==> src/rtl/bea_pkg.sv <==
`timescale 1ns / 1ps
`default_nettype none

package bea_pkg;

   localparam int COORD_WIDTH   = 24;
   localparam int ANGLE_WIDTH   = 16;
   localparam int STEPS_DEFAULT = 16;
   localparam int ATAN_LEN      = 24;
   localparam int ACC_WIDTH     = 32;
   localparam int SCALED_WIDTH  = 40;
   localparam int GUARD_BITS    = SCALED_WIDTH - COORD_WIDTH;
   // Headroom for negation and CORDIC gain on the scaled coordinates.
   localparam int CALC_WIDTH    = SCALED_WIDTH + 4;
   localparam int QUEUE_DEPTH   = 4;
   localparam int ATAN_IDX_W    = $clog2(ATAN_LEN);

   typedef struct packed {
      logic signed [COORD_WIDTH-1:0] offset_x;
      logic signed [COORD_WIDTH-1:0] offset_y;
      logic [ANGLE_WIDTH-1:0]        heading;
   } req_type;

   typedef struct packed {
      logic [ANGLE_WIDTH-1:0]        bearing;
      logic signed [ANGLE_WIDTH-1:0] bearing_error;
   } rsp_type;

   typedef struct packed {
      logic signed [CALC_WIDTH-1:0] x;
      logic signed [CALC_WIDTH-1:0] y;
      logic [ACC_WIDTH-1:0]         z;
      logic                         is_zero;
      logic [ANGLE_WIDTH-1:0]       heading;
   } work_type;

   function automatic logic [ACC_WIDTH-1:0] atan_turns(input logic [ATAN_IDX_W-1:0] idx);
      logic [ACC_WIDTH-1:0] val;
      case (idx)
         5'd0:    val = 32'h2000_0000;
         5'd1:    val = 32'h12E4_051E;
         5'd2:    val = 32'h09FB_385B;
         5'd3:    val = 32'h0511_11D4;
         5'd4:    val = 32'h028B_0D43;
         5'd5:    val = 32'h0145_D7E1;
         5'd6:    val = 32'h00A2_F61E;
         5'd7:    val = 32'h0051_7C55;
         5'd8:    val = 32'h0028_BE53;
         5'd9:    val = 32'h0014_5F2F;
         5'd10:   val = 32'h000A_2F98;
         5'd11:   val = 32'h0005_17CC;
         5'd12:   val = 32'h0002_8BE6;
         5'd13:   val = 32'h0001_45F3;
         5'd14:   val = 32'h0000_A2FA;
         5'd15:   val = 32'h0000_517D;
         5'd16:   val = 32'h0000_28BE;
         5'd17:   val = 32'h0000_145F;
         5'd18:   val = 32'h0000_0A30;
         5'd19:   val = 32'h0000_0518;
         5'd20:   val = 32'h0000_028C;
         5'd21:   val = 32'h0000_0146;
         5'd22:   val = 32'h0000_00A3;
         5'd23:   val = 32'h0000_0051;
         default: val = '0;
      endcase
      return val;
   endfunction

endpackage

`default_nettype wire

==> src/rtl/bea_queue.sv <==
`timescale 1ns / 1ps
`default_nettype none

module bea_queue
   import bea_pkg::*;
#(
   parameter int DEPTH = QUEUE_DEPTH
)
(
   input  logic     clock,
   input  logic     reset,
   input  logic     push,
   input  work_type push_data,
   output logic     full,
   input  logic     pop,
   output work_type head_data,
   output logic     empty
);

   localparam int PTR_W = $clog2(DEPTH);
   localparam int CNT_W = $clog2(DEPTH + 1);

   work_type           mem_ff [DEPTH];
   logic [PTR_W-1:0]   wr_ptr_ff;
   logic [PTR_W-1:0]   wr_ptr_in;
   logic [PTR_W-1:0]   rd_ptr_ff;
   logic [PTR_W-1:0]   rd_ptr_in;
   logic [CNT_W-1:0]   count_ff;
   logic [CNT_W-1:0]   count_in;

   assign full      = (count_ff == CNT_W'(DEPTH));
   assign empty     = (count_ff == '0);
   assign head_data = mem_ff[rd_ptr_ff];

   always_comb begin
      wr_ptr_in = wr_ptr_ff;
      rd_ptr_in = rd_ptr_ff;
      if (push) begin
         wr_ptr_in = (wr_ptr_ff == PTR_W'(DEPTH - 1)) ? '0 : wr_ptr_ff + 1'b1;
      end
      if (pop) begin
         rd_ptr_in = (rd_ptr_ff == PTR_W'(DEPTH - 1)) ? '0 : rd_ptr_ff + 1'b1;
      end
      case ({push, pop})
         2'b10:   count_in = count_ff + 1'b1;
         2'b01:   count_in = count_ff - 1'b1;
         default: count_in = count_ff;
      endcase
   end

   always_ff @(posedge clock) begin
      if (reset) begin
         wr_ptr_ff <= '0;
         rd_ptr_ff <= '0;
         count_ff  <= '0;
      end else begin
         wr_ptr_ff <= wr_ptr_in;
         rd_ptr_ff <= rd_ptr_in;
         count_ff  <= count_in;
      end
   end

   always_ff @(posedge clock) begin
      if (push) begin
         mem_ff[wr_ptr_ff] <= push_data;
      end
   end

   assert property (@(posedge clock) disable iff (reset) !(push && full))
      else $error("Request written into a full queue.");

   assert property (@(posedge clock) disable iff (reset) pop |-> !empty)
      else $error("Request taken from an empty queue.");

endmodule

`default_nettype wire

==> config.mk <==
export PLATFORM = sky130hd
export DESIGN_NAME = bea_queue
export DESIGN_NICKNAME = d
export VERILOG_FILES = /design/src/rtl/bea_pkg.sv /design/src/rtl/bea_queue.sv
export SDC_FILE = /design/constraint.sdc
export NUM_CORES = 1
export LEC_CHECK = 0
export BUFFER_PORTS_ARGS = -buffer_cell sky130_fd_sc_hd__buf_2
export CORE_MARGIN = 5
export CORE_UTILIZATION = 51
export CTS_CLUSTER_DIAMETER = 40
export DETAILED_ROUTE_END_ITERATION = 10
export PLACE_DENSITY = 0.74
export SYNTH_ARGS = -nofsm -noshare
export SYNTH_HDL_FRONTEND = slang
export SYNTH_SLANG_ARGS = --single-unit
==> constraint.sdc <==
create_clock -name clock -period 3.8 [get_ports clock]
set_input_delay 0.38 -clock clock [delete_from_list [all_inputs] [get_ports clock]]
set_output_delay 0.38 -clock clock [all_outputs]
set_load 0.005 [all_outputs]
### Yosys cells after proc, flatten, opt, wreduce, memory -nomap -nowiden

Memories as Yosys holds them, arrays and structs flattened. A register that Yosys moved wholly into a read port is not among the register bits.
Cells that the tools add are included.

| storage, ports and cells | value |
|---|---|
| RAM bits | 548 |
| memories kept | 1 |
| output and inout bits | 139 |
| word-level logic and storage cells | 22 |
| register bits after elaboration | 7 |

| cells by class | value |
|---|---|
| multiplexer cells | 7 |
| reductions and logical operators | 2 |
| eq/ne operators | 5 |
| add/sub/neg operators | 4 |

Memory list:

| name | words | bits a word | read ports | clocked after Yosys merged registers in | wr ports | line | source |
|---|---|---|---|---|---|---|---|
| mem_ff | 4 | 137 | 1 | 1 | 1 | bea_queue.sv:23 | `work_type mem_ff [DEPTH];` |

Operators by type and width:

| operator | count |
|---|---|
| 2-bit 2-to-1 mux | 4 |
| 2-bit == test, second input constant | 3 |
| 3-bit one-hot mux with 2 select lines | 1 |
| 2-bit by 1-bit adder with 2-bit output, second input constant | 2 |
| 3-bit by 1-bit adder with 3-bit output, second input constant | 1 |
| 3-bit == test, second input constant | 1 |
| 3-bit zero test | 1 |
| 3-bit by 1-bit subtractor with 3-bit output, second input constant | 1 |
| 2-bit by 1-bit == test with 1-bit output, second input constant | 1 |
| 1-bit 2-to-1 mux | 2 |
| 2-bit nonzero test | 1 |

### Depth between registers and ports, before layout

| depth | value |
|---|---|
| depth in word-level cells | 4 |
| gate-level depth with buffers | 7 |
| mapped depth without buffers | 7 |

### Least setup slack after synthesis

Ideal clock, no wire load.

| path | value |
|---|---|
| path type | reg-to-reg |
| start point | reg wr_ptr_ff[0] |
| end point | mem mem_ff[3][0] (netlist bit) (enable) |
| data required time | 3288 ps |
| buffers on the path | 0 |
| stages on the path, launching flop included | 3 |
| setup slack | -395 ps |
| arrival | 3683 ps |
| cells stage by stage | dfxtp_1 ha_1 and2_1 |

RTL lines:

| item | line | source |
|---|---|---|
| start: declaration | bea_queue.sv:24 | `logic [PTR_W-1:0] wr_ptr_ff;` |
| start signal: assignment | bea_queue.sv:57 | `wr_ptr_ff <= wr_ptr_in;` |
| end: declaration | bea_queue.sv:23 |  |

Straight into the memory's write port.

==> run_summary.xml <==
<?xml version="1.0" encoding="UTF-8"?>
<metrics>
  <group name="placement">
    <metric name="placement.cell_area" unit="um^2">22300</metric>
    <metric name="finalWeightedCongestion" unit="">0.728</metric>
    <metric name="pre_cts_slack" unit="ns">1.59</metric>
    <metric name="number_of_i_o_port_buffers" unit="">279</metric>
    <metric name="dp_cells" unit="">1542</metric>
    <metric name="detailedPlacementHpwl" unit="um">23300</metric>
  </group>
  <group name="detailed_routing">
    <metric name="viasPerCell" unit="">5.42</metric>
    <metric name="route.detailed.drc" unit="">0</metric>
    <metric name="detailedRoute.firstIterationViolations" unit="">709</metric>
    <metric name="final_antenna_net_count" unit="">0</metric>
    <metric name="detail_route.wirelength" unit="um">40600</metric>
    <metric name="routedWlPerCell" unit="um">23.5</metric>
    <metric name="num_vias" unit="">9381</metric>
    <metric name="detailed_routing_iterations_pass_1" unit="">5</metric>
  </group>
  <group name="finish">
    <metric name="layout.cells.most_common" unit="">sky130_fd_sc_hd__edfxtp_1</metric>
    <metric name="postLayoutCoreUtil" unit="%">64.6</metric>
    <metric name="mostFrequentLayoutCells" unit="">548 x sky130_fd_sc_hd__edfxtp_1, 279 x sky130_fd_sc_hd__buf_2, 137 x sky130_fd_sc_hd__mux4_2</metric>
    <metric name="final_net_count" unit="">1300</metric>
    <metric name="n_fill_cell" unit="">2503</metric>
    <metric name="finalNonFillerCells" unit="">1730</metric>
    <metric name="syn_to_final_growth" unit="%">24.5</metric>
    <metric name="layout.area.seq" unit="um^2">16600</metric>
    <metric name="fraction_of_final_layout_cells_sized_beyond_drive_strength_1" unit="%">45.0</metric>
    <metric name="multi_input_logic_area" unit="um^2">3340</metric>
    <metric name="final_cell_area" unit="um^2">25100</metric>
  </group>
  <group name="clock_network">
    <metric name="tritoncts" unit="">yes</metric>
    <metric name="clk_transition_reported_paths" unit="ns">0.06</metric>
    <metric name="insertion_delay" unit="ns">0.57</metric>
    <metric name="tritoncts.num_buffers" unit="">68</metric>
    <metric name="cts.path.max_buffers" unit="">3</metric>
    <metric name="post_cts_resize_count" unit="">0</metric>
    <metric name="cts-htree-levels" unit="">3</metric>
    <metric name="cts.root.buffer_cell" unit="">sky130_fd_sc_hd__clkbuf_16</metric>
    <metric name="numClockSinks" unit="">557</metric>
  </group>
  <group name="logic_synthesis">
    <metric name="postSynthNetCount" unit="">911</metric>
    <metric name="yosysWarningCount" unit="">0</metric>
    <metric name="synth-seq-cells" unit="">557</metric>
    <metric name="synth_seq_area_share" unit="%">82.4</metric>
    <metric name="post_synth_xor_area_fraction" unit="%">0.0868</metric>
    <metric name="synth.area.mux_share" unit="%">15.4</metric>
    <metric name="synth_area" unit="um^2">20200</metric>
    <metric name="post_synth_adder_cell_area" unit="%">0.471</metric>
    <metric name="synth_simple_gate_area_share" unit="%">0.415</metric>
    <metric name="synth_top_family_by_area" unit="">multiplexers</metric>
    <metric name="yosys.cell_types.count" unit="">20</metric>
    <metric name="synth_compound_area_share" unit="%">0.124</metric>
    <metric name="synth_cells" unit="">763</metric>
    <metric name="syn_avg_cell_area" unit="um^2">26.5</metric>
  </group>
  <group name="setup_path">
    <metric name="cp_top_family" unit="">buffers and inverters</metric>
    <metric name="cells_traversed_along_the_worst_timing_path" unit="">buf_12 -&gt; mux4_2 -&gt; buf_2</metric>
    <metric name="worstReg2RegStart" unit="">wr_ptr_ff[0]</metric>
    <metric name="crit-reg2reg-capture" unit="">mem_ff[3][5]</metric>
    <metric name="timing.reg2reg.worst_path_depth" unit="">3</metric>
    <metric name="critical_path_required" unit="ns">3.42</metric>
    <metric name="slowest_stage" unit="">sky130_fd_sc_hd__mux4_2</metric>
    <metric name="critical_path_arrival" unit="ns">2.44</metric>
    <metric name="worstSetupEndpointType" unit="">primary output</metric>
    <metric name="crit_buf_inv" unit="">2</metric>
    <metric name="critPathLaunchType" unit="">register</metric>
    <metric name="ff_to_ff_setup_slack" unit="ns">1.74</metric>
    <metric name="cp_num_cells" unit="">3</metric>
    <metric name="critical_path_class" unit="">reg -&gt; out</metric>
    <metric name="cp-endpoint" unit="">head_data[58]</metric>
    <metric name="critical_path_peak_fanout" unit="">96</metric>
    <metric name="crit_path_max_incr_delay" unit="ns">0.61</metric>
  </group>
  <group name="global_route">
    <metric name="groute.usage.overall" unit="%">18.6</metric>
    <metric name="grt_start_max_net_pins" unit="">97</metric>
    <metric name="via_count_of_the_first_global_routing_pass" unit="">10253</metric>
    <metric name="grt_first_pass_wirelength" unit="um">61900</metric>
    <metric name="grt_overflow_total" unit="">0</metric>
    <metric name="antenna_found_initial" unit="">7</metric>
  </group>
  <group name="sta">
    <metric name="worst_hold_slack_across_all_endpoints" unit="ns">0.0332</metric>
    <metric name="fmaxAchievable" unit="MHz">355</metric>
    <metric name="timing.final.crit_share" unit="%">74.1</metric>
    <metric name="fin_tns_setup" unit="ns">0</metric>
    <metric name="rsz0062_at_grt" unit="">false</metric>
    <metric name="slew_violations" unit="">0</metric>
    <metric name="fin_crit" unit="ns">2.82</metric>
    <metric name="timing.final.hold_violations" unit="">0</metric>
    <metric name="setup_slack" unit="ns">0.984</metric>
    <metric name="finClkSkew" unit="ns">0.0148</metric>
    <metric name="setup_violations" unit="">0</metric>
    <metric name="max_slew_margin" unit="%">41.7</metric>
    <metric name="worst_slew_pin_slew" unit="ns">0.874</metric>
  </group>
  <group name="die">
    <metric name="die_y" unit="um">209</metric>
    <metric name="die_area" unit="um^2">43700</metric>
    <metric name="top_level_ports" unit="">280</metric>
    <metric name="start_util" unit="%">51.9</metric>
    <metric name="fp.coreArea" unit="um^2">38900</metric>
    <metric name="row_count" unit="">72</metric>
    <metric name="die_width" unit="um">209</metric>
  </group>
  <group name="pwr">
    <metric name="power_leakage" unit="nW">8.54</metric>
    <metric name="power" unit="mW">14.5</metric>
    <metric name="worst_ir_drop_on_vdd" unit="V">0.000439</metric>
    <metric name="power_density" unit="nW/um^2">575</metric>
  </group>
  <group name="min_path">
    <metric name="holdCritPathClass" unit="">in -&gt; reg</metric>
  </group>
  <group name="job">
    <metric name="maxCapViolations" unit="">0</metric>
  </group>
  <group name="outcome">
    <metric name="result_of_the_run" unit="">finished clean</metric>
  </group>
</metrics>
cells in the mapped netlist (all sizes together):
library cell	number	area [um^2]
clkbuf	1	3.75
and3	1	6.26
mux2i	2	20.0
xor2	2	17.5
inv	7	26.3
mux4	137	3090
nor3	1	5.00
a21oi	4	20.0
nor2	7	26.3
dfxtp	9	180
or3	1	6.26
nor3b	2	15.0
edfxtp	548	16500
o21ai	1	5.00
and2	4	25.0
ha	6	75.1
fa	1	20.0
buf	29	191
flip-flops by register name (all words and copies together), names as in the netlist, named ones only:
name / count
wr_ptr_ff: 2
count_ff: 3
rd_ptr_ff: 2
mem_ff: 548
report_power, final:
group | switching [mW] | internal (mW) | total (mW)
logic | 0.531 | 0.525 | 1.06
registers | 0.0733 | 7.01 | 7.09
clock network | 2.47 | 3.85 | 6.32
worst reg2reg max path, cell delays in order (launching register included):
cell and delay [ns]:
sky130_fd_sc_hd__dfxtp_1 0.41, sky130_fd_sc_hd__ha_1 0.20, sky130_fd_sc_hd__and2_4 0.62, sky130_fd_sc_hd__buf_12 0.44
worst min-delay path by stage:
stage	slack [ns]	endpoint	cells past startpoint	from
6_report	0.03	mem_ff[3][121]	1	push_data[121]
5_1_grt	0.005	mem_ff[3][41]	1	push_data[41]
4_1_cts	0.00004	mem_ff[3][40]	1	push_data[40]
3_5_place_dp	0.50	count_ff[2]	2	count_ff[2]
3_3_place_gp	0.49	count_ff[2]	2	count_ff[2]
2_1_floorplan	0.45	count_ff[2]	1	reset
layer usage:
| metal | track usage, % | wire length, um | up-vias |
|---|---|---|---|
| met2 | 30.2 | 20700 | 332 |
| met5 | 0 | 41 | - |
| met4 | 5.47 | 712 | 6 |
| met1 | 24.3 | 15600 | 4892 |
| li1 | - | - | 4097 |
| met3 | 6.34 | 3540 | 54 |
logic make-up (layout without fill, tap and decap cells):
| kind of cell | count (synthesis) | after routing |
|---|---|---|
| AO/OA/AOI/OAI | 5 | 5 |
| XOR/XNOR | 2 | 2 |
| adder cells (fa/ha/maj) | 7 | 7 |
| buffers and inverters | 37 | 479 |
| flip-flops | 557 | 557 |
| multiplexers | 139 | 139 |
| other | 0 | 7 |
| AND/OR/NAND/NOR | 16 | 16 |
area by class of cell:
cell class | instances | area share (%)
flip-flops and latches | 557 | 66.2
repair buffers | 349 | 8.82
diodes | 7 | 0.0697
well taps | 518 | 2.58
inverters | 7 | 0.105
clock inverters | 43 | 1.83
clock buffers | 80 | 7.12
multi-input cells | 169 | 13.3
what timing repair did:
| action | CTS | global route |
|---|---|---|
| hold buffers | 58 | 0 |
| setup buffers | 0 | 0 |
| hold endpoints to repair | 212 | 0 |
(Power assumes the default switching activity.)
