[src/rtl/bea_pkg.sv]
`timescale 1ns / 1ps
`default_nettype none

package bea_pkg;

   localparam int COORD_WIDTH   = 24;
   localparam int ANGLE_WIDTH   = 16;
   localparam int STEPS_DEFAULT = 16;
   localparam int ATAN_LEN      = 24;
   localparam int ACC_WIDTH     = 32;
   localparam int SCALED_WIDTH  = 40;
   localparam int GUARD_BITS    = SCALED_WIDTH - COORD_WIDTH;
   // Headroom for negation and CORDIC gain on the scaled coordinates.
   localparam int CALC_WIDTH    = SCALED_WIDTH + 4;
   localparam int QUEUE_DEPTH   = 4;
   localparam int ATAN_IDX_W    = $clog2(ATAN_LEN);

   typedef struct packed {
      logic signed [COORD_WIDTH-1:0] offset_x;
      logic signed [COORD_WIDTH-1:0] offset_y;
      logic [ANGLE_WIDTH-1:0]        heading;
   } req_type;

   typedef struct packed {
      logic [ANGLE_WIDTH-1:0]        bearing;
      logic signed [ANGLE_WIDTH-1:0] bearing_error;
   } rsp_type;

   typedef struct packed {
      logic signed [CALC_WIDTH-1:0] x;
      logic signed [CALC_WIDTH-1:0] y;
      logic [ACC_WIDTH-1:0]         z;
      logic                         is_zero;
      logic [ANGLE_WIDTH-1:0]       heading;
   } work_type;

   function automatic logic [ACC_WIDTH-1:0] atan_turns(input logic [ATAN_IDX_W-1:0] idx);
      logic [ACC_WIDTH-1:0] val;
      case (idx)
         5'd0:    val = 32'h2000_0000;
         5'd1:    val = 32'h12E4_051E;
         5'd2:    val = 32'h09FB_385B;
         5'd3:    val = 32'h0511_11D4;
         5'd4:    val = 32'h028B_0D43;
         5'd5:    val = 32'h0145_D7E1;
         5'd6:    val = 32'h00A2_F61E;
         5'd7:    val = 32'h0051_7C55;
         5'd8:    val = 32'h0028_BE53;
         5'd9:    val = 32'h0014_5F2F;
         5'd10:   val = 32'h000A_2F98;
         5'd11:   val = 32'h0005_17CC;
         5'd12:   val = 32'h0002_8BE6;
         5'd13:   val = 32'h0001_45F3;
         5'd14:   val = 32'h0000_A2FA;
         5'd15:   val = 32'h0000_517D;
         5'd16:   val = 32'h0000_28BE;
         5'd17:   val = 32'h0000_145F;
         5'd18:   val = 32'h0000_0A30;
         5'd19:   val = 32'h0000_0518;
         5'd20:   val = 32'h0000_028C;
         5'd21:   val = 32'h0000_0146;
         5'd22:   val = 32'h0000_00A3;
         5'd23:   val = 32'h0000_0051;
         default: val = '0;
      endcase
      return val;
   endfunction

endpackage

`default_nettype wire

[src/rtl/bea_front.sv]
`timescale 1ns / 1ps
`default_nettype none

module bea_front
   import bea_pkg::*;
(
   input  req_type  req_data,
   output work_type work
);

   logic signed [CALC_WIDTH-1:0] x_scaled;
   logic signed [CALC_WIDTH-1:0] y_scaled;

   assign x_scaled = {{(CALC_WIDTH - SCALED_WIDTH){req_data.offset_x[COORD_WIDTH-1]}},
                      req_data.offset_x, {GUARD_BITS{1'b0}}};
   assign y_scaled = {{(CALC_WIDTH - SCALED_WIDTH){req_data.offset_y[COORD_WIDTH-1]}},
                      req_data.offset_y, {GUARD_BITS{1'b0}}};

   // A vector in the left half plane is turned by a half turn first.
   always_comb begin
      work.heading = req_data.heading;
      work.is_zero = (req_data.offset_x == '0) && (req_data.offset_y == '0);
      if (req_data.offset_x[COORD_WIDTH-1]) begin
         work.x = -x_scaled;
         work.y = -y_scaled;
         work.z = {1'b1, {(ACC_WIDTH-1){1'b0}}};
      end else begin
         work.x = x_scaled;
         work.y = y_scaled;
         work.z = '0;
      end
   end

endmodule

`default_nettype wire

[config.mk]
export PLATFORM = sky130hd
export DESIGN_NAME = bea_front
export DESIGN_NICKNAME = d
export VERILOG_FILES = /design/src/rtl/bea_pkg.sv /design/src/rtl/bea_front.sv
export SDC_FILE = /design/constraint.sdc
export NUM_CORES = 1
export LEC_CHECK = 0
export ABC_CLOCK_PERIOD_IN_PS = 6150
export BUFFER_PORTS_ARGS = -buffer_cell sky130_fd_sc_hd__clkbuf_2
export CORE_AREA = 3 3 76 78
export DETAILED_ROUTE_END_ITERATION = 6
export DIE_AREA = 0 0 79 81
export PLACE_DENSITY = 0.87
export REMOVE_ABC_BUFFERS = 1
export SLEW_MARGIN = 20
export SYNTH_ARGS = -nofsm -noshare
export SYNTH_HDL_FRONTEND = slang
export SYNTH_SLANG_ARGS = --single-unit
[constraint.sdc]
create_clock -name vclk -period 6.15
set_input_delay 1.23 -clock vclk [all_inputs]
set_output_delay 1.23 -clock vclk [all_outputs]
set_load 0.03 [all_outputs]
Word-level counts from Yosys, hierarchy flattened

Cells that the tools add are included.

Register bits: 0
Input bits: 64
Output and inout bits: 137
Word-level logic and storage cells: 6

$add $sub $neg: 2
Muxes and demuxes: 1
Reductions and logical operators: 3

Operators with widths:

| cell                  | number |
|---|---|
| 2-to-1 mux 120 bit    | 1 |
| negation 40 -> 44 bit | 2 |
| logical NOT 24 bit    | 2 |
| logical AND 1 bit     | 1 |

Depth between registers and ports, before layout

Gate-level depths: netlist (run 1).

Word-level depth: 2
Depth in mapped cells: 6
Depth with buffers taken out: 6

Worst setup path after synthesis (run 1)

Ideal clock, no wire load.

Path kind: input-to-output
From: in req_data[35] (netlist bit)
To: out work[16] (netlist bit)
Arrival time: 3.154 ns
Required time: 4.920 ns
Setup slack: 1.766 ns
Stages: 4
Path buffers: 0
Cell sequence: or4_4 > or4_4 > or3_1 > nor4_2

RTL lines:

| what        | RTL line       | text |
|---|---|---|
| from (decl) | bea_front.sv:7 | `input req_type req_data,` |
| to (decl)   | bea_front.sv:8 | `output work_type work` |

==> flow_metrics.env, run 1 <==
export IMPL_status="finished clean"
export IMPL_synth_seq_area_share_pct=0
export IMPL_ant_nets=0
export IMPL_multi_input_area_um2=1310
export IMPL_final_cell_mix="clkbuf_2, conb_1, xnor2_1"
export IMPL_cp_end_kind="output port"
export IMPL_hold_depth=0
export IMPL_io_pins=201
export IMPL_cts_resized=0
export IMPL_grt_pass1_vias=1437
export IMPL_gp_congestion=0.755
export IMPL_first_pass_iters=4
export IMPL_cts_hold_buffers=0
export IMPL_initial_utilization_pct=34.0
export IMPL_rows=26
export IMPL_power_density_nw_per_um2=127
export IMPL_tns_ns=0
export IMPL_synthAdderAreaFrac_pct=1.43
export IMPL_synth_area_leader_cell="buf_4"
export IMPL_power_frac_seq_pct=0
export IMPL_hp_class="input pin to output port"
export IMPL_fin_crit_sh_pct=72.7
export IMPL_power_internal_uw=61.5
export IMPL_drcViolationCount=0
export IMPL_synth_top_cell_area_share_pct=36.9
export IMPL_cp_start_kind="input pin"
export IMPL_synthCells=242
export IMPL_globalRouteTotalUtil_pct=13.3
export IMPL_finalPower_uw=245
export IMPL_synthTopCellsByArea="buf_4, xnor2_1, o31ai_1"
export IMPL_path_class="input pin to output port"
export IMPL_synth_compound_area_share_pct=16.9
export IMPL_grt_max_degree=53
export IMPL_power_leakage_nw=0.918
export IMPL_max_freq_ghz=0.224
export IMPL_tightest_slew_ns=0.969
export IMPL_core_um2=5140
export IMPL_power_frac_comb_pct=100.0
export IMPL_fp_dieH_um=81
export IMPL_syn_to_final_growth_pct=10.2
export IMPL_antenna_found_initial=0
export IMPL_p_sw_share_pct=74.9
export IMPL_synth_area_mux_share_pct=0
export IMPL_required_ns=4.92
export IMPL_cp_max_fo=6
export IMPL_nNetsFinal=386
export IMPL_register_area_um2=0
export IMPL_grt_pass1_wl_um=6950
export IMPL_fin_crit_ns=4.47
export IMPL_syn_area_per_cell_um2=7.23
export IMPL_pwr_share_clk_pct=0
export IMPL_peakVddDrop_mv=0.0733
export IMPL_drtIter0Drc=30
export IMPL_drv_cap=0
export IMPL_p_switching_uw=184
export IMPL_cp_data_arrival_time_ns=3.24
export IMPL_vias=1738
export IMPL_design_seq_count=0
export IMPL_holdCritStartpoint="req_data[7]"
export IMPL_final_common_cell="clkbuf_2"
export IMPL_yosysWarnings=0
export IMPL_viasPerCell=4.48
export IMPL_grt_ovfl_total=0
export IMPL_wire_per_inst_um=13.2
export IMPL_synth_cell_types=33
export IMPL_hold_violations=0
export IMPL_n_antenna_cell=0
export IMPL_final_core_util_pct=37.5
export IMPL_crit_start="req_data[46]"
export IMPL_rsz0062_at_grt="no"
export IMPL_relSlewSlack_pct=35.4
export IMPL_synthSimpleGateAreaFrac_pct=20.7
export IMPL_routed_wl_um=5110
export IMPL_slew_violations=0
export IMPL_setup_viol=0
export IMPL_n_clock_buffer=0
export IMPL_die_x_um=79
export IMPL_placed_area_um2=1930
export IMPL_drive_gt1_share_pct=35.2
export IMPL_synth_xor_area_share_pct=21.5
export IMPL_fillers=574
export IMPL_port_buffers=102
export IMPL_fin_area_um2=1930
export IMPL_postCtsSetupRepairBufs=0
export IMPL_dp_hpwl_um=4510
export IMPL_synth_top_family_by_area="buffers and inverters"
export IMPL_synth_area_um2=1750
export IMPL_die_area_um2=6400
-- cell families after synthesis --
logic type / after synthesis
AND/OR/NAND/NOR: 59
AO/OA/AOI/OAI: 40
buffers and inverters: 97
other: 1
XOR/XNOR: 43
adder cells (fa/ha/maj): 2
-- synth_stat cells, types with 2 or more instances --
cell and n:
nor2_1 4, xnor2_1 43, ha_1 2, or3_1 4, nor3_1 4, o31ai_1 18, nand2b_1 4, nand4_1 2
inv_1 5, o41ai_1 6, buf_4 86, or4_4 3, clkbuf_1 5, nor4_1 4, nand2_1 18, o21ai_0 14
nand3_1 4
-- final cells by class --
type	instances	area share [%]
multi-input combinational	211	68.0
timing repair buffer	102	26.5
tap	70	4.55
inverter	5	0.974
-- metal layers --
metal  up-vias  part of all wire [%]  track usage, %
li1        846                     -               -
met1       783                    37            15.7
met2       103                    48            21.4
met3         4                    14            7.32
met4         2                 0.039            1.03
met5         -                   1.3            8.33
-- stage by stage --
step | cells | setup slack [ns] | hold slack (ns)
2_1_floorplan | 216 | 1.77 | 2.46
3_3_place_gp | 388 | 1.73 | 2.46
3_5_place_dp | 388 | 1.66 | 2.46
4_1_cts | 388 | 1.67 | 2.46
5_1_grt | 388 | 1.46 | 2.46
6_report | 388 | 1.68 | 2.46
-- critical path, cell delays in order --
cell	delay (ns)
clkbuf_2	0.11
nor4_1	0.78
nand4b_1	0.37
o31ai_1	0.37
xnor2_1	0.15
clkbuf_2	0.22
-- path summary, 6_finish.rpt --
kind                         to  slack [ns]
worst max-delay path  work[131]        1.68
worst min-delay path    work[7]        2.46
-- power groups by stage --
| stage | Sequential (mW) | Clock, mW | Combinational (mW) |
|---|---|---|---|
| after global routing | 0 | 0 | 0.260 |
| final | 0 | 0 | 0.245 |
| after CTS | 0 | 0 | 0.245 |
| after detailed placement | 0 | 0 | 0.244 |
| after global placement | 0 | 0 | 0.242 |
| after floorplan | 0 | 0 | 0.170 |
No activity file was read; power rests on OpenSTA's default activity.
==> inputs of run 2 (changes only) <==
Settings changed: ABC_CLOCK_PERIOD_IN_PS 6150 to 3700, CORE_AREA 3 3 76 78 to unset, CORE_ASPECT_RATIO set to 1.1, CORE_MARGIN set to 3, CORE_UTILIZATION set to 32, DIE_AREA 0 0 79 81 to unset.
Clock period 6.15 ns to 3.7 ns, I/O delays scaled along.
==> flow_metrics.env, run 2 (synthesized netlist as in run 1, its figures left out) <==
export IMPL_cts_hold_buffers=0
export IMPL_final_cell_mix="clkbuf_2, conb_1, xnor2_1"
export IMPL_vias=1771
export IMPL_antenna_found_initial=0
export IMPL_hold_violations=0
export IMPL_fin_crit_sh_pct=91.9
export IMPL_slowest_delay_ns=0.53
export IMPL_cp_data_arrival_time_ns=2.66
export IMPL_drtIter0Drc=44
export IMPL_min_to="work[0]"
export IMPL_grt_pass1_vias=1480
export IMPL_status="finished clean"
export IMPL_peakVddDrop_mv=0.0992
export IMPL_core_um2=5130
export IMPL_cts_resized=0
export IMPL_required_ns=2.96
export IMPL_die_x_um=76.5
export IMPL_viasPerCell=4.49
export IMPL_power_leakage_nw=0.937
export IMPL_max_freq_ghz=0.294
export IMPL_power_density_nw_per_um2=208
export IMPL_drcViolationCount=0
export IMPL_die_area_um2=6390
export IMPL_placed_area_um2=1960
export IMPL_drive_gt1_share_pct=36.0
export IMPL_path_class="input pin to output port"
export IMPL_holdCritStartpoint="req_data[0]"
export IMPL_routed_wl_um=4930
export IMPL_n_antenna_cell=0
export IMPL_rsz0062_at_grt="no"
export IMPL_slew_violations=0
export IMPL_wire_per_inst_um=12.5
export IMPL_register_area_um2=0
export IMPL_critPathTopFamily="simple AND/OR/NAND/NOR gates"
export IMPL_postCtsSetupRepairBufs=0
export IMPL_fin_crit_ns=3.40
export IMPL_design_seq_count=0
export IMPL_dp_hpwl_um=4440
export IMPL_setup_viol=0
export IMPL_grt_max_degree=26
export IMPL_syn_to_final_growth_pct=12.0
export IMPL_ant_nets=0
export IMPL_rows=27
export IMPL_crit_buf_inv=2
export IMPL_drv_cap=0
export IMPL_hp_class="input pin to output port"
export IMPL_fin_area_um2=1960
export IMPL_globalRouteTotalUtil_pct=12.9
export IMPL_cp_max_fo=4
export IMPL_nNetsFinal=390
export IMPL_n_clock_buffer=0
export IMPL_port_buffers=102
export IMPL_cp_end_kind="output port"
export IMPL_grt_ovfl_total=0
export IMPL_final_common_cell="clkbuf_2"
export IMPL_initial_utilization_pct=34.1
export IMPL_gp_congestion=0.825
export IMPL_io_pins=201
export IMPL_grt_pass1_wl_um=7080
export IMPL_hold_depth=0
export IMPL_cp_start_kind="input pin"
export IMPL_tns_ns=0
export IMPL_fp_dieH_um=83.5
export IMPL_crit_chain="clkbuf_2, or4_4, or4_4, or3_1, nor4_2, clkbuf_2"
export IMPL_first_pass_iters=5
export IMPL_crit_slowest_cell="or4_4"
-- run 2: cell types whose count changed in the layout (fill, tap and decap cells not counted) --
cell	delta
buf_4	+4
-- run 2: how the worst max path moves through the flow --
stage	startpoint	depth (start not counted)	endpoint	slack (ns)
5_1_grt	req_data[33]	6	work[16]	0.20
3_5_place_dp	req_data[33]	6	work[16]	0.27
6_report	req_data[33]	6	work[16]	0.30
4_1_cts	req_data[33]	6	work[16]	0.27
2_1_floorplan	req_data[35]	4	work[16]	0.30
3_3_place_gp	req_data[35]	6	work[16]	0.30
-- run 2: stage by stage --
stage          utilization, %  setup slack (ns)  hold slack (ns)  total power, mW  std cells
2_1_floorplan               -             0.296             1.48            0.283        216
6_report                 38.2             0.299             1.48            0.408        394
3_5_place_dp             38.2             0.271             1.48            0.407        394
4_1_cts                  38.2             0.272             1.48            0.408        394
5_1_grt                  38.2             0.201             1.48            0.432        394
3_3_place_gp             38.2             0.298             1.48            0.403        394
-- run 2: per-layer routing --
metal | routed length, um | part of all wire (%) | up-vias | global-route usage, %
met5 | 50 | 1.0 | - | 5.83
met4 | 0 | 0 | 2 | 0
met3 | 712 | 14 | 2 | 5.83
met2 | 2270 | 46 | 129 | 21.7
met1 | 1890 | 38 | 783 | 15.8
li1 | - | - | 855 | -
-- run 2: where the power goes --
group	internal [mW]	switching (mW)	leakage, nW	total (mW)
Clock	0	0	0	0
Combinational	0.104	0.304	0.937	0.408
Sequential	0	0	0	0
-- run 2: cell type report --
class                           instances  area [um^2]
Timing Repair Buffer                  106          541
Multi-Input combinational cell        211         1310
Tap cell                               72         90.1
Inverter                                5         18.8
Fill cell                             553         3180
==> inputs of run 3 (changes only) <==
Settings changed: CORE_AREA set to 2 2 77 79, CORE_ASPECT_RATIO 1.1 to unset, CORE_MARGIN 3 to unset, CORE_UTILIZATION 32 to unset, DIE_AREA set to 0 0 79 81, PLACE_DENSITY 0.87 to unset, PLACE_DENSITY_LB_ADDON set to 0.3, TNS_END_PERCENT set to 10.
==> flow_metrics.env, run 3 (synthesized netlist as in run 1, its figures left out) <==
export IMPL_status="finished clean"
export IMPL_rows=28
export IMPL_peakVddDrop_mv=0.104
export IMPL_cp_end_kind="output port"
export IMPL_holdCritStartpoint="req_data[11]"
export IMPL_multi_input_area_um2=1310
export IMPL_drv_cap=0
export IMPL_place_ws_ns=0.314
export IMPL_final_core_util_pct=34.6
export IMPL_grt_max_degree=31
export IMPL_finalNonFillerCells=397
export IMPL_viasPerCell=4.38
export IMPL_die_x_um=79
export IMPL_grt_util_met1_pct=18.1
export IMPL_grt_ovfl_total=0
export IMPL_placed_area_um2=1960
export IMPL_cp_max_fo=4
export IMPL_fp_dieH_um=81
export IMPL_fin_crit_ns=3.37
export IMPL_grtUsageMet2_pct=20.3
export IMPL_cp_start_kind="input pin"
export IMPL_crit_start="req_data[35]"
export IMPL_hold_violations=0
export IMPL_final_common_cell="clkbuf_2"
export IMPL_dp_hpwl_um=4240
export IMPL_path_class="input pin to output port"
export IMPL_setup_viol=0
export IMPL_port_buffers=102
export IMPL_power_leakage_nw=0.937
export IMPL_finalPower_uw=406
export IMPL_busiest_layer="met2"
export IMPL_grt_pass1_vias=1374
export IMPL_die_area_um2=6400
export IMPL_postCtsSetupRepairBufs=0
export IMPL_design_seq_count=0
export IMPL_io_pins=201
export IMPL_holdWs_ns=1.48
export IMPL_required_ns=2.96
export IMPL_hold_depth=0
export IMPL_syn_to_final_growth_pct=12.2
export IMPL_drtIter0Drc=71
export IMPL_power_density_nw_per_um2=207
export IMPL_numPlacedInstances=397
export IMPL_gp_congestion=0.809
export IMPL_tns_ns=0
export IMPL_relSlewSlack_pct=60.1
export IMPL_max_freq_ghz=0.297
export IMPL_wire_per_inst_um=12.1
export IMPL_hp_class="input pin to output port"
export IMPL_cts_resized=0
export IMPL_first_pass_iters=5
export IMPL_vias=1738
export IMPL_antenna_found_initial=0
export IMPL_n_clock_buffer=0
export IMPL_slew_violations=0
export IMPL_tightest_slew_ns=0.599
export IMPL_nNetsFinal=390
export IMPL_fillers=662
export IMPL_cts_hold_buffers=0
export IMPL_fin_area_um2=1960
export IMPL_drcViolationCount=0
export IMPL_grt_pass1_wl_um=6880
export IMPL_gr_usage_met3_pct=5.22
export IMPL_drive_gt1_share_pct=36.0
export IMPL_rsz0062_at_grt="no"
export IMPL_register_area_um2=0
export IMPL_cp_data_arrival_time_ns=2.63
export IMPL_initial_utilization_pct=30.8
export IMPL_ant_nets=0
export IMPL_routed_wl_um=4800
export IMPL_globalRouteTotalUtil_pct=13.2
export IMPL_n_antenna_cell=0
export IMPL_final_cell_mix="clkbuf_2, conb_1, xnor2_1"
export IMPL_fin_crit_sh_pct=91.1
export IMPL_core_um2=5680
export IMPL_setup_slack_ns=0.329
## run 3: cell counts in the layout (fill, tap and decap cells not counted)
No cell type changed its count.
## run 3: worst paths after layout
check,slack [ns],end
setup / recovery,0.33,work[16]
hold / removal,1.48,work[11]
## run 3: routing by layer
layer,wire length (um),part of all wire [%]
met1,2060,43
met2,2080,43
met3,599,12
met4,17,0.35
met5,49,1.0
## run 3: area by class of cell
class,count,share of cell area [%]
multi-input cells,211,66.7
repair buffers,106,27.5
well taps,75,4.78
inverters,5,0.956
## run 3: report_power, final
part           internal (mW)  leakage [nW]  switching (mW)  total, mW
combinational          0.104         0.937           0.302      0.406
clock                      0             0               0          0
sequential                 0             0               0          0
## run 3: critical path, stage by stage
cell and delay [ns]:
clkbuf_2 0.10, or4_4 0.56, or4_4 0.46, or3_1 0.40, nor4_2 0.14, clkbuf_2 0.24
